--- src/hdl/mppe_pkg.sv ---
`timescale 1ns / 1ps

package mppe_pkg;

    typedef enum logic [2:0] {
        PH_HEADER   = 3'd0,
        PH_VARINT   = 3'd1,
        PH_TOPIC_HI = 3'd2,
        PH_TOPIC_LO = 3'd3,
        PH_TOPIC    = 3'd4,
        PH_PAYLOAD  = 3'd5,
        PH_SKIP     = 3'd6,
        PH_DISCARD  = 3'd7
    } phase_t;

    localparam logic [1:0] ST_BYTE      = 2'd0;
    localparam logic [1:0] ST_EMPTY     = 2'd1;
    localparam logic [1:0] ST_MALFORMED = 2'd2;
    localparam logic [1:0] ST_TRUNC     = 2'd3;

    localparam int RL_W    = 28;
    localparam int TOPIC_W = 16;
    localparam int M_DATA_W = 32;

    typedef struct packed {
        logic       valid;
        logic [7:0] cmd_byte;
        logic [7:0] byte_offset;
        logic       cmd_last;
        logic [7:0] cmd_length;
        logic [2:0] ring_slot;
        logic [1:0] status;
    } result_t;

endpackage

--- src/hdl/mppe_parser.sv ---
`timescale 1ns / 1ps

module mppe_parser #(
    parameter int CMD_SLOTS      = 8,
    parameter int CMD_SLOT_BYTES = 256
) (
    input  logic               aclk,
    input  logic               aresetn,
    input  logic               step_en,
    input  logic [7:0]         rx_byte,
    input  logic               buffer_start,
    output mppe_pkg::result_t  result
);

    localparam int SLOT_W = (CMD_SLOTS > 1) ? $clog2(CMD_SLOTS) : 1;
    localparam int CNT_W  = $clog2(CMD_SLOT_BYTES);
    localparam int SLOT_CAP = CMD_SLOT_BYTES - 3;
    localparam int RL_W = mppe_pkg::RL_W;
    localparam int TW   = mppe_pkg::TOPIC_W;

    mppe_pkg::phase_t phase_reg, phase_next, phase_eff;
    logic [RL_W-1:0]  rl_reg, rl_next;
    logic [1:0]       vcnt_reg, vcnt_next;
    logic [TW-1:0]    tl_reg, tl_next;
    logic [RL_W-1:0]  bl_reg, bl_next;
    logic [CNT_W-1:0] pc_reg, pc_next;
    logic [SLOT_W-1:0] slot_reg, slot_next;

    logic [RL_W-1:0]  shifted;
    logic [RL_W-1:0]  rl_acc;
    logic             cont;
    logic             vlast;
    logic             rl_small;
    logic [TW-1:0]    topic_full;
    logic [RL_W:0]    topic_diff;
    logic             topic_over;
    logic             topic_rest_zero;
    logic [TW-1:0]    tl_dec;
    logic [RL_W-1:0]  bl_dec;
    logic             below_cap;
    logic [CNT_W-1:0] pc_inc;
    logic [SLOT_W-1:0] slot_adv;

    assign phase_eff = buffer_start ? mppe_pkg::PH_HEADER : phase_reg;
    assign cont      = rx_byte[7];
    assign vlast     = (vcnt_reg == 2'd3);

    always_comb begin
        case (vcnt_reg)
            2'd0:    shifted = {21'd0, rx_byte[6:0]};
            2'd1:    shifted = {14'd0, rx_byte[6:0], 7'd0};
            2'd2:    shifted = {7'd0, rx_byte[6:0], 14'd0};
            default: shifted = {rx_byte[6:0], 21'd0};
        endcase
    end

    assign rl_acc          = rl_reg | shifted;
    assign rl_small        = (rl_acc[RL_W-1:1] == '0);
    assign topic_full      = {tl_reg[TW-1:8], rx_byte};
    assign topic_diff      = {1'b0, bl_reg} - {{(RL_W+1-TW){1'b0}}, topic_full};
    assign topic_over      = topic_diff[RL_W];
    assign topic_rest_zero = (topic_diff[RL_W-1:0] == '0);
    assign tl_dec          = (tl_reg != '0) ? TW'(tl_reg - 1'b1) : '0;
    assign bl_dec          = (bl_reg != '0) ? RL_W'(bl_reg - 1'b1) : '0;
    assign below_cap       = (pc_reg < CNT_W'(SLOT_CAP));
    assign pc_inc          = CNT_W'(pc_reg + 1'b1);
    assign slot_adv        = (slot_reg == SLOT_W'(CMD_SLOTS - 1)) ? '0
                                                                  : SLOT_W'(slot_reg + 1'b1);

    always_comb begin
        phase_next = phase_eff;
        unique case (phase_eff)
            mppe_pkg::PH_HEADER: begin
                phase_next = mppe_pkg::PH_VARINT;
            end
            mppe_pkg::PH_VARINT: begin
                if (cont) begin
                    phase_next = vlast ? mppe_pkg::PH_DISCARD : mppe_pkg::PH_VARINT;
                end else if (rl_small) begin
                    phase_next = (rl_acc != '0) ? mppe_pkg::PH_SKIP : mppe_pkg::PH_HEADER;
                end else begin
                    phase_next = mppe_pkg::PH_TOPIC_HI;
                end
            end
            mppe_pkg::PH_TOPIC_HI: begin
                phase_next = mppe_pkg::PH_TOPIC_LO;
            end
            mppe_pkg::PH_TOPIC_LO: begin
                if (topic_over) begin
                    phase_next = (bl_reg != '0) ? mppe_pkg::PH_SKIP : mppe_pkg::PH_HEADER;
                end else if (topic_full != '0) begin
                    phase_next = mppe_pkg::PH_TOPIC;
                end else begin
                    phase_next = topic_rest_zero ? mppe_pkg::PH_HEADER
                                                 : mppe_pkg::PH_PAYLOAD;
                end
            end
            mppe_pkg::PH_TOPIC: begin
                if (tl_dec != '0) begin
                    phase_next = mppe_pkg::PH_TOPIC;
                end else begin
                    phase_next = (bl_reg == '0) ? mppe_pkg::PH_HEADER
                                                : mppe_pkg::PH_PAYLOAD;
                end
            end
            mppe_pkg::PH_PAYLOAD: begin
                phase_next = (bl_dec == '0) ? mppe_pkg::PH_HEADER : mppe_pkg::PH_PAYLOAD;
            end
            mppe_pkg::PH_SKIP: begin
                phase_next = (bl_dec == '0) ? mppe_pkg::PH_HEADER : mppe_pkg::PH_SKIP;
            end
            mppe_pkg::PH_DISCARD: begin
                phase_next = mppe_pkg::PH_DISCARD;
            end
        endcase
    end

    always_comb begin
        rl_next   = rl_reg;
        vcnt_next = vcnt_reg;
        tl_next   = tl_reg;
        bl_next   = bl_reg;
        pc_next   = pc_reg;
        slot_next = slot_reg;
        result    = '0;
        result.ring_slot = 3'(slot_reg);
        unique case (phase_eff)
            mppe_pkg::PH_HEADER: begin
                rl_next   = '0;
                vcnt_next = '0;
            end
            mppe_pkg::PH_VARINT: begin
                rl_next   = rl_acc;
                vcnt_next = vcnt_reg + 2'd1;
                if (cont) begin
                    if (vlast) begin
                        result.valid    = 1'b1;
                        result.cmd_last = 1'b1;
                        result.status   = mppe_pkg::ST_MALFORMED;
                    end
                end else if (rl_small) begin
                    bl_next         = rl_acc;
                    result.valid    = 1'b1;
                    result.cmd_last = 1'b1;
                    result.status   = mppe_pkg::ST_MALFORMED;
                end else begin
                    bl_next = RL_W'(rl_acc - 2'd2);
                end
            end
            mppe_pkg::PH_TOPIC_HI: begin
                tl_next = {rx_byte, 8'd0};
            end
            mppe_pkg::PH_TOPIC_LO: begin
                tl_next = topic_full;
                pc_next = '0;
                if (topic_over) begin
                    result.valid    = 1'b1;
                    result.cmd_last = 1'b1;
                    result.status   = mppe_pkg::ST_MALFORMED;
                end else begin
                    bl_next = topic_diff[RL_W-1:0];
                    if (topic_full == '0 && topic_rest_zero) begin
                        result.valid    = 1'b1;
                        result.cmd_last = 1'b1;
                        result.status   = mppe_pkg::ST_EMPTY;
                        slot_next       = slot_adv;
                    end
                end
            end
            mppe_pkg::PH_TOPIC: begin
                tl_next = tl_dec;
                if (tl_dec == '0 && bl_reg == '0) begin
                    result.valid    = 1'b1;
                    result.cmd_last = 1'b1;
                    result.status   = mppe_pkg::ST_EMPTY;
                    slot_next       = slot_adv;
                end
            end
            mppe_pkg::PH_PAYLOAD: begin
                bl_next = bl_dec;
                if (below_cap) begin
                    pc_next            = pc_inc;
                    result.valid       = 1'b1;
                    result.cmd_byte    = rx_byte;
                    result.byte_offset = 8'(pc_reg);
                    result.status      = mppe_pkg::ST_BYTE;
                    if (bl_dec == '0) begin
                        result.cmd_last   = 1'b1;
                        result.cmd_length = 8'(pc_inc);
                        slot_next         = slot_adv;
                    end
                end else if (bl_dec == '0) begin
                    result.valid      = 1'b1;
                    result.cmd_last   = 1'b1;
                    result.cmd_length = 8'(pc_reg);
                    result.status     = mppe_pkg::ST_TRUNC;
                    slot_next         = slot_adv;
                end
            end
            mppe_pkg::PH_SKIP: begin
                bl_next = bl_dec;
            end
            mppe_pkg::PH_DISCARD: begin
                rl_next = rl_reg;
            end
        endcase
    end

    always_ff @(posedge aclk) begin
        if (!aresetn) begin
            phase_reg <= mppe_pkg::PH_HEADER;
            rl_reg    <= '0;
            vcnt_reg  <= '0;
            tl_reg    <= '0;
            bl_reg    <= '0;
            pc_reg    <= '0;
            slot_reg  <= '0;
        end else if (step_en) begin
            phase_reg <= phase_next;
            rl_reg    <= rl_next;
            vcnt_reg  <= vcnt_next;
            tl_reg    <= tl_next;
            bl_reg    <= bl_next;
            pc_reg    <= pc_next;
            slot_reg  <= slot_next;
        end
    end

endmodule

--- src/hdl/mqtt_publish_payload_extractor_core.sv ---
`timescale 1ns / 1ps

// Extracts the payload of QoS-0 PUBLISH packets from a received byte stream.
// The input channel carries one stream byte per request in s_tdata, with
// s_tuser set on the first byte of a received buffer, which realigns the
// parser to a fixed-header byte and drops any packet in progress.
// The output channel carries at most one request per input byte: a payload
// byte with its offset, an empty-command mark, a malformed-packet mark or a
// truncation mark. m_tlast is set on the final request of a packet, and
// m_tuser gives the status code.
// A byte is captured in the input register, and its request is then
// registered in the output register.
// One byte is accepted every cycle while the output is not stalled; the
// parse step is a single pass of logic between the two registers.
// Reset returns the parser to waiting for a header byte, empties both
// registers and sets the command ring slot to zero.
// While m_tvalid is high and m_tready low, the output register holds and the
// input register stops advancing, so s_tready drops once it is full.
module mqtt_publish_payload_extractor_core #(
    parameter int CMD_SLOTS      = 8,
    parameter int CMD_SLOT_BYTES = 256
) (
    input  logic        aclk,
    input  logic        aresetn,
    input  logic        s_tvalid,
    output logic        s_tready,
    input  logic [7:0]  s_tdata,   // rx_byte
    input  logic        s_tuser,   // buffer_start
    output logic        m_tvalid,
    input  logic        m_tready,
    output logic [31:0] m_tdata,   // cmd_byte, byte_offset, cmd_length, ring_slot, zero pad
    output logic        m_tlast,   // cmd_last
    output logic [1:0]  m_tuser    // status
);

    logic       in_valid_reg;
    logic [7:0] in_byte_reg;
    logic       in_start_reg;
    logic       stage_adv;
    logic       step_en;

    mppe_pkg::result_t res;

    logic        out_valid_reg, out_valid_next;
    logic [31:0] out_data_reg;
    logic        out_last_reg;
    logic [1:0]  out_user_reg;

    assign stage_adv = !out_valid_reg || m_tready;
    assign s_tready  = !in_valid_reg || stage_adv;
    assign step_en   = in_valid_reg && stage_adv;

    always_ff @(posedge aclk) begin
        if (!aresetn) begin
            in_valid_reg <= 1'b0;
        end else if (s_tready) begin
            in_valid_reg <= s_tvalid;
        end
    end

    always_ff @(posedge aclk) begin
        if (s_tready && s_tvalid) begin
            in_byte_reg  <= s_tdata;
            in_start_reg <= s_tuser;
        end
    end

    mppe_parser #(
        .CMD_SLOTS      (CMD_SLOTS),
        .CMD_SLOT_BYTES (CMD_SLOT_BYTES)
    ) u_parser (
        .aclk         (aclk),
        .aresetn      (aresetn),
        .step_en      (step_en),
        .rx_byte      (in_byte_reg),
        .buffer_start (in_start_reg),
        .result       (res)
    );

    always_comb begin
        out_valid_next = out_valid_reg;
        if (stage_adv) begin
            out_valid_next = step_en && res.valid;
        end
    end

    always_ff @(posedge aclk) begin
        if (!aresetn) begin
            out_valid_reg <= 1'b0;
        end else begin
            out_valid_reg <= out_valid_next;
        end
    end

    always_ff @(posedge aclk) begin
        if (step_en && res.valid) begin
            out_data_reg <= {5'd0, res.ring_slot, res.cmd_length, res.byte_offset,
                             res.cmd_byte};
            out_last_reg <= res.cmd_last;
            out_user_reg <= res.status;
        end
    end

    assign m_tvalid = out_valid_reg;
    assign m_tdata  = out_data_reg;
    assign m_tlast  = out_last_reg;
    assign m_tuser  = out_user_reg;

endmodule

--- config.mk ---
export PLATFORM = sky130hd
export DESIGN_NAME = mqtt_publish_payload_extractor_core
export DESIGN_NICKNAME = d
export VERILOG_FILES = /design/src/hdl/mppe_pkg.sv /design/src/hdl/mppe_parser.sv /design/src/hdl/mqtt_publish_payload_extractor_core.sv
export SDC_FILE = /design/constraint.sdc
export NUM_CORES = 1
export LEC_CHECK = 0
export BUFFER_PORTS_ARGS = -buffer_cell sky130_fd_sc_hd__clkbuf_2
export CELL_PAD_IN_SITES_DETAIL_PLACEMENT = 0
export CELL_PAD_IN_SITES_GLOBAL_PLACEMENT = 2
export CORE_MARGIN = 5
export CORE_UTILIZATION = 34
export DETAILED_ROUTE_END_ITERATION = 6
export MAX_ROUTING_LAYER = met4
export PLACE_DENSITY = 0.77
export SLEW_MARGIN = 10
export SYNTH_ARGS = -nofsm -noshare
export SYNTH_HDL_FRONTEND = slang
export SYNTH_SLANG_ARGS = --single-unit
--- constraint.sdc ---
create_clock -name aclk -period 5.82 [get_ports aclk]
set_clock_uncertainty 0.05 [all_clocks]
set_input_delay 1.455 -clock aclk [delete_from_list [all_inputs] [get_ports aclk]]
set_output_delay 1.455 -clock aclk [all_outputs]
set_load 0.01 [all_outputs]
==> reports/qor.yml <==
worst_hold_path:
  min-delay-start: "u_parser.slot_reg[1]$_SDFFE_PN0P_"
  hold_path.class: "reg2reg"
  hold_end: "m_tdata[25]$_DFFE_PP_"
  whs_path_depth: 0
floorplanning:
  die_h_um: 181
  die_area_um2: 32800
  std_cell_rows: 62
  io_pins: 50
  core_um2: 28800
  start_util_pct: 34.6
  die_w_um: 181
route:
  drc_errors: 0
  finalWirelength_um: 36600
  ant_nets: 0
  drt_iter0_drc: 1136
  first_pass_iters: 5
  vias: 9937
  post_drt_wl_per_cell_um: 22.0
  via_per_inst: 5.98
placement:
  dp_cells: 1628
  port_buffers: 44
  place_area_um2: 10400
  place_congestion: 0.911
  detailed_place_hpwl_um: 27300
cts:
  cts_resized: 0
  cts_tree: "done"
  post_cts_buffers: 0
  clk_latency_ps: 440
  clockRootBuffer: "clkbuf_16"
  clockBufferDepth: 2
  numCtsBuffers: 17
  cts_num_sinks: 129
  hold_buffers: 0
  htree_levels: 4
  path_clk_slew_ps: 70
sta:
  max_freq_mhz: 200
  setup_viol: 0
  slew-limit-headroom_pct: 23.9
  finalCritPeriodShare_pct: 85.8
  setup_tns_ps: 0
  grt_setup_unrepaired: "false"
  min_period_ps: 5000
  slew_viol_final: 0
  hold_viol: 0
  worstMarginPinSlew_ps: 1130
worst_setup_path:
  crit_cells: 12
  r2r_start: "in_byte_reg[7]$_DFFE_PP_"
  crit_top_cell: "or4_1"
  worst_ep_required_time_ps: 5870
  worst_setup_path_end_kind: "flip-flop"
  path_buf_inv: 2
  reg2reg_setup_slack_ps: 820
  reg2reg_to: "m_tdata[0]$_SDFFCE_PN0P_"
  cp_top_family: "simple AND/OR/NAND/NOR gates"
  cpMaxStageDelayCell: "edfxtp_1"
  cp-start-kind: "flip-flop"
  r2r_cells: 12
  worstPathArrival_ps: 5040
  path_cells: "inv_1, ha_1, o21ai_1, a21oi_1, or4_1, or4_1, nor4_1, nand4_1, nor4_2, nor3_1, nor3b_4, buf_4"
  cp_max_fo: 30
  crit_start: "in_byte_reg[7]$_DFFE_PP_"
  cp_slowest_stage_delay_ps: 570
  path_class: "reg2reg"
synthesis:
  async_flop_share_pct: 0
  ys_seq_area_share_pct: 29.9
  ys_seq_elements: 129
  yosys_warnings: 0
  yosysUniqueCellTypes: 91
  synth_top_flop_cell: "dfxtp_1"
  avgSynthCellArea_um2: 7.79
  netlist_area_um2: 9950
  synth_cells: 1278
  synth_edf_count: 39
power:
  leakagePower_nw: 4.21
  clkPwrFrac_pct: 42.2
  total_power_mw: 2.52
  irDropWorstVdd_v: 0.000135
  powerDensity_nw_per_um2: 229
  switching_share_pct: 33.6
  p_int_mw: 1.67
  p_comb_share_pct: 19.9
  pwr-share-seq_pct: 37.9
  power_switching_uw: 847
cells_and_area:
  finish.instance_area_um2: 11000
  area_growth_pct: 10.4
  layout_commonest_cell: "a21oi_1"
  drive_gt1_share_pct: 10.3
  mostFrequentLayoutCells: "107 x a21oi_1, 102 x nor2_1, 94 x nand2_1"
  post-route-util_pct: 38.2
  nNetsFinal: 1306
  finalNonFillerCells: 1661
grt:
  grt_pass1_wl_um: 56500
  gr-total-overflow: 0
  grt_antenna_before_repair: 1
  grt_usage_pct: 22.3
  grt_pass1_vias: 9348
  grt_max_degree: 82
run:
  drv_cap: 0
run_status:
  status: "finished, final reports clean"
[cells by family after synthesis]
logic type	after synthesis	synth area share, %
adders and majority gates	30	3.85
other	1	0.0377
buffers and inverters	146	5.87
xor gates and xnor gates	59	5.19
DFF	129	29.9
muxes	15	1.56
AOI/OAI and AO/OA	409	27.5
and+or+nand+nor	489	26.1
[worst register-to-register path: stages, from the launching register on]
cell and delay [ps]:
edfxtp_1 570, inv_1 190, ha_1 510, o21ai_1 210, a21oi_1 90, or4_1 520
or4_1 410, nor4_1 530, nand4_1 270, nor4_2 540, nor3_1 190, nor3b_4 210
buf_4 370
[synthesized netlist by cell type, types with 4 or more instances]
cell	instances	area (µm²)
nor3_1	46	230
a211oi_1	11	82.6
a311oi_1	4	35.0
nand2_1	94	353
nor2b_1	51	319
nand2b_1	10	62.6
a21o_1	10	75.1
and2_1	20	125
buf_2	8	40.0
nand4b_1	5	43.8
buf_4	5	37.5
inv_1	43	161
a31oi_1	7	43.8
a32oi_1	15	131
o21ai_0	85	425
mux2i_1	11	110
edfxtp_1	39	1170
xnor2_1	38	333
clkbuf_1	85	319
a21oi_1	107	536
xor2_1	21	184
a22oi_1	26	195
mux2_2	4	45.0
nand3_1	39	195
nor2_1	102	383
o21ai_1	9	45.0
a222oi_1	6	60.1
o22ai_1	16	100
ha_1	29	363
or3_1	11	68.8
o21a_1	11	82.6
dfxtp_1	90	1800
o2111ai_1	10	87.6
o211ai_1	13	97.6
o211a_1	12	120
a21boi_0	6	45.0
and3_1	24	150
o221ai_1	8	70.1
nand3b_1	8	60.1
nor3b_1	7	52.6
nor4_1	20	125
or4_1	12	90.1
nand4_1	16	100
[through the flow]
| stage | hold slack [ps] | worst slack, ps |
|---|---|---|
| 6_report | 432 | 825 |
| 5_1_grt | 441 | 597 |
| 4_1_cts | 432 | 888 |
| 3_5_place_dp | 412 | 929 |
| 3_3_place_gp | 403 | 1060 |
| 2_1_floorplan | 384 | 855 |
[routing by layer]
layer | routed length (µm) | part of all wire [%] | vias to the layer above | GRT usage [%]
met5 | 0 | 0 | - | -
met2 | 15900 | 44 | 392 | 32.6
li1 | - | - | 4728 | -
met1 | 16900 | 46 | 4749 | 30.8
met4 | 1430 | 3.9 | 0 | 8.89
met3 | 2300 | 6.3 | 68 | 3.62
[worst max path at each step]
stage	endpoint
after CTS	m_tdata[8]$_SDFFCE_PN0P_
final	m_tdata[0]$_SDFFCE_PN0P_
after detailed placement	m_tdata[12]$_SDFFCE_PN0P_
after global routing	m_tlast$_DFFE_PP_
after global placement	m_tdata[5]$_SDFFCE_PN0P_
after floorplan	m_tdata[0]$_SDFFCE_PN0P_
[area by class of cell]
class / count / area [µm²]
Fill cell: 3020 / 17800
Multi-Input combinational cell: 1007 / 6430
Sequential cell: 129 / 2970
Tap cell: 384 / 480
Clock buffer: 17 / 425
Timing Repair Buffer: 64 / 370
Inverter: 44 / 165
Clock inverter: 15 / 141
Antenna cell: 1 / 2.50
[power by group through the flow]
stage          Combinational (mW)  Clock (mW)  Sequential [mW]
6_report                    0.502        1.06            0.955
5_1_grt                     0.543        1.12            0.957
3_5_place_dp                0.492           0            0.975
2_1_floorplan               0.365           0            0.961
3_3_place_gp                0.496           0            0.975
4_1_cts                     0.494        1.08            0.955
(Power assumes the default switching activity.)
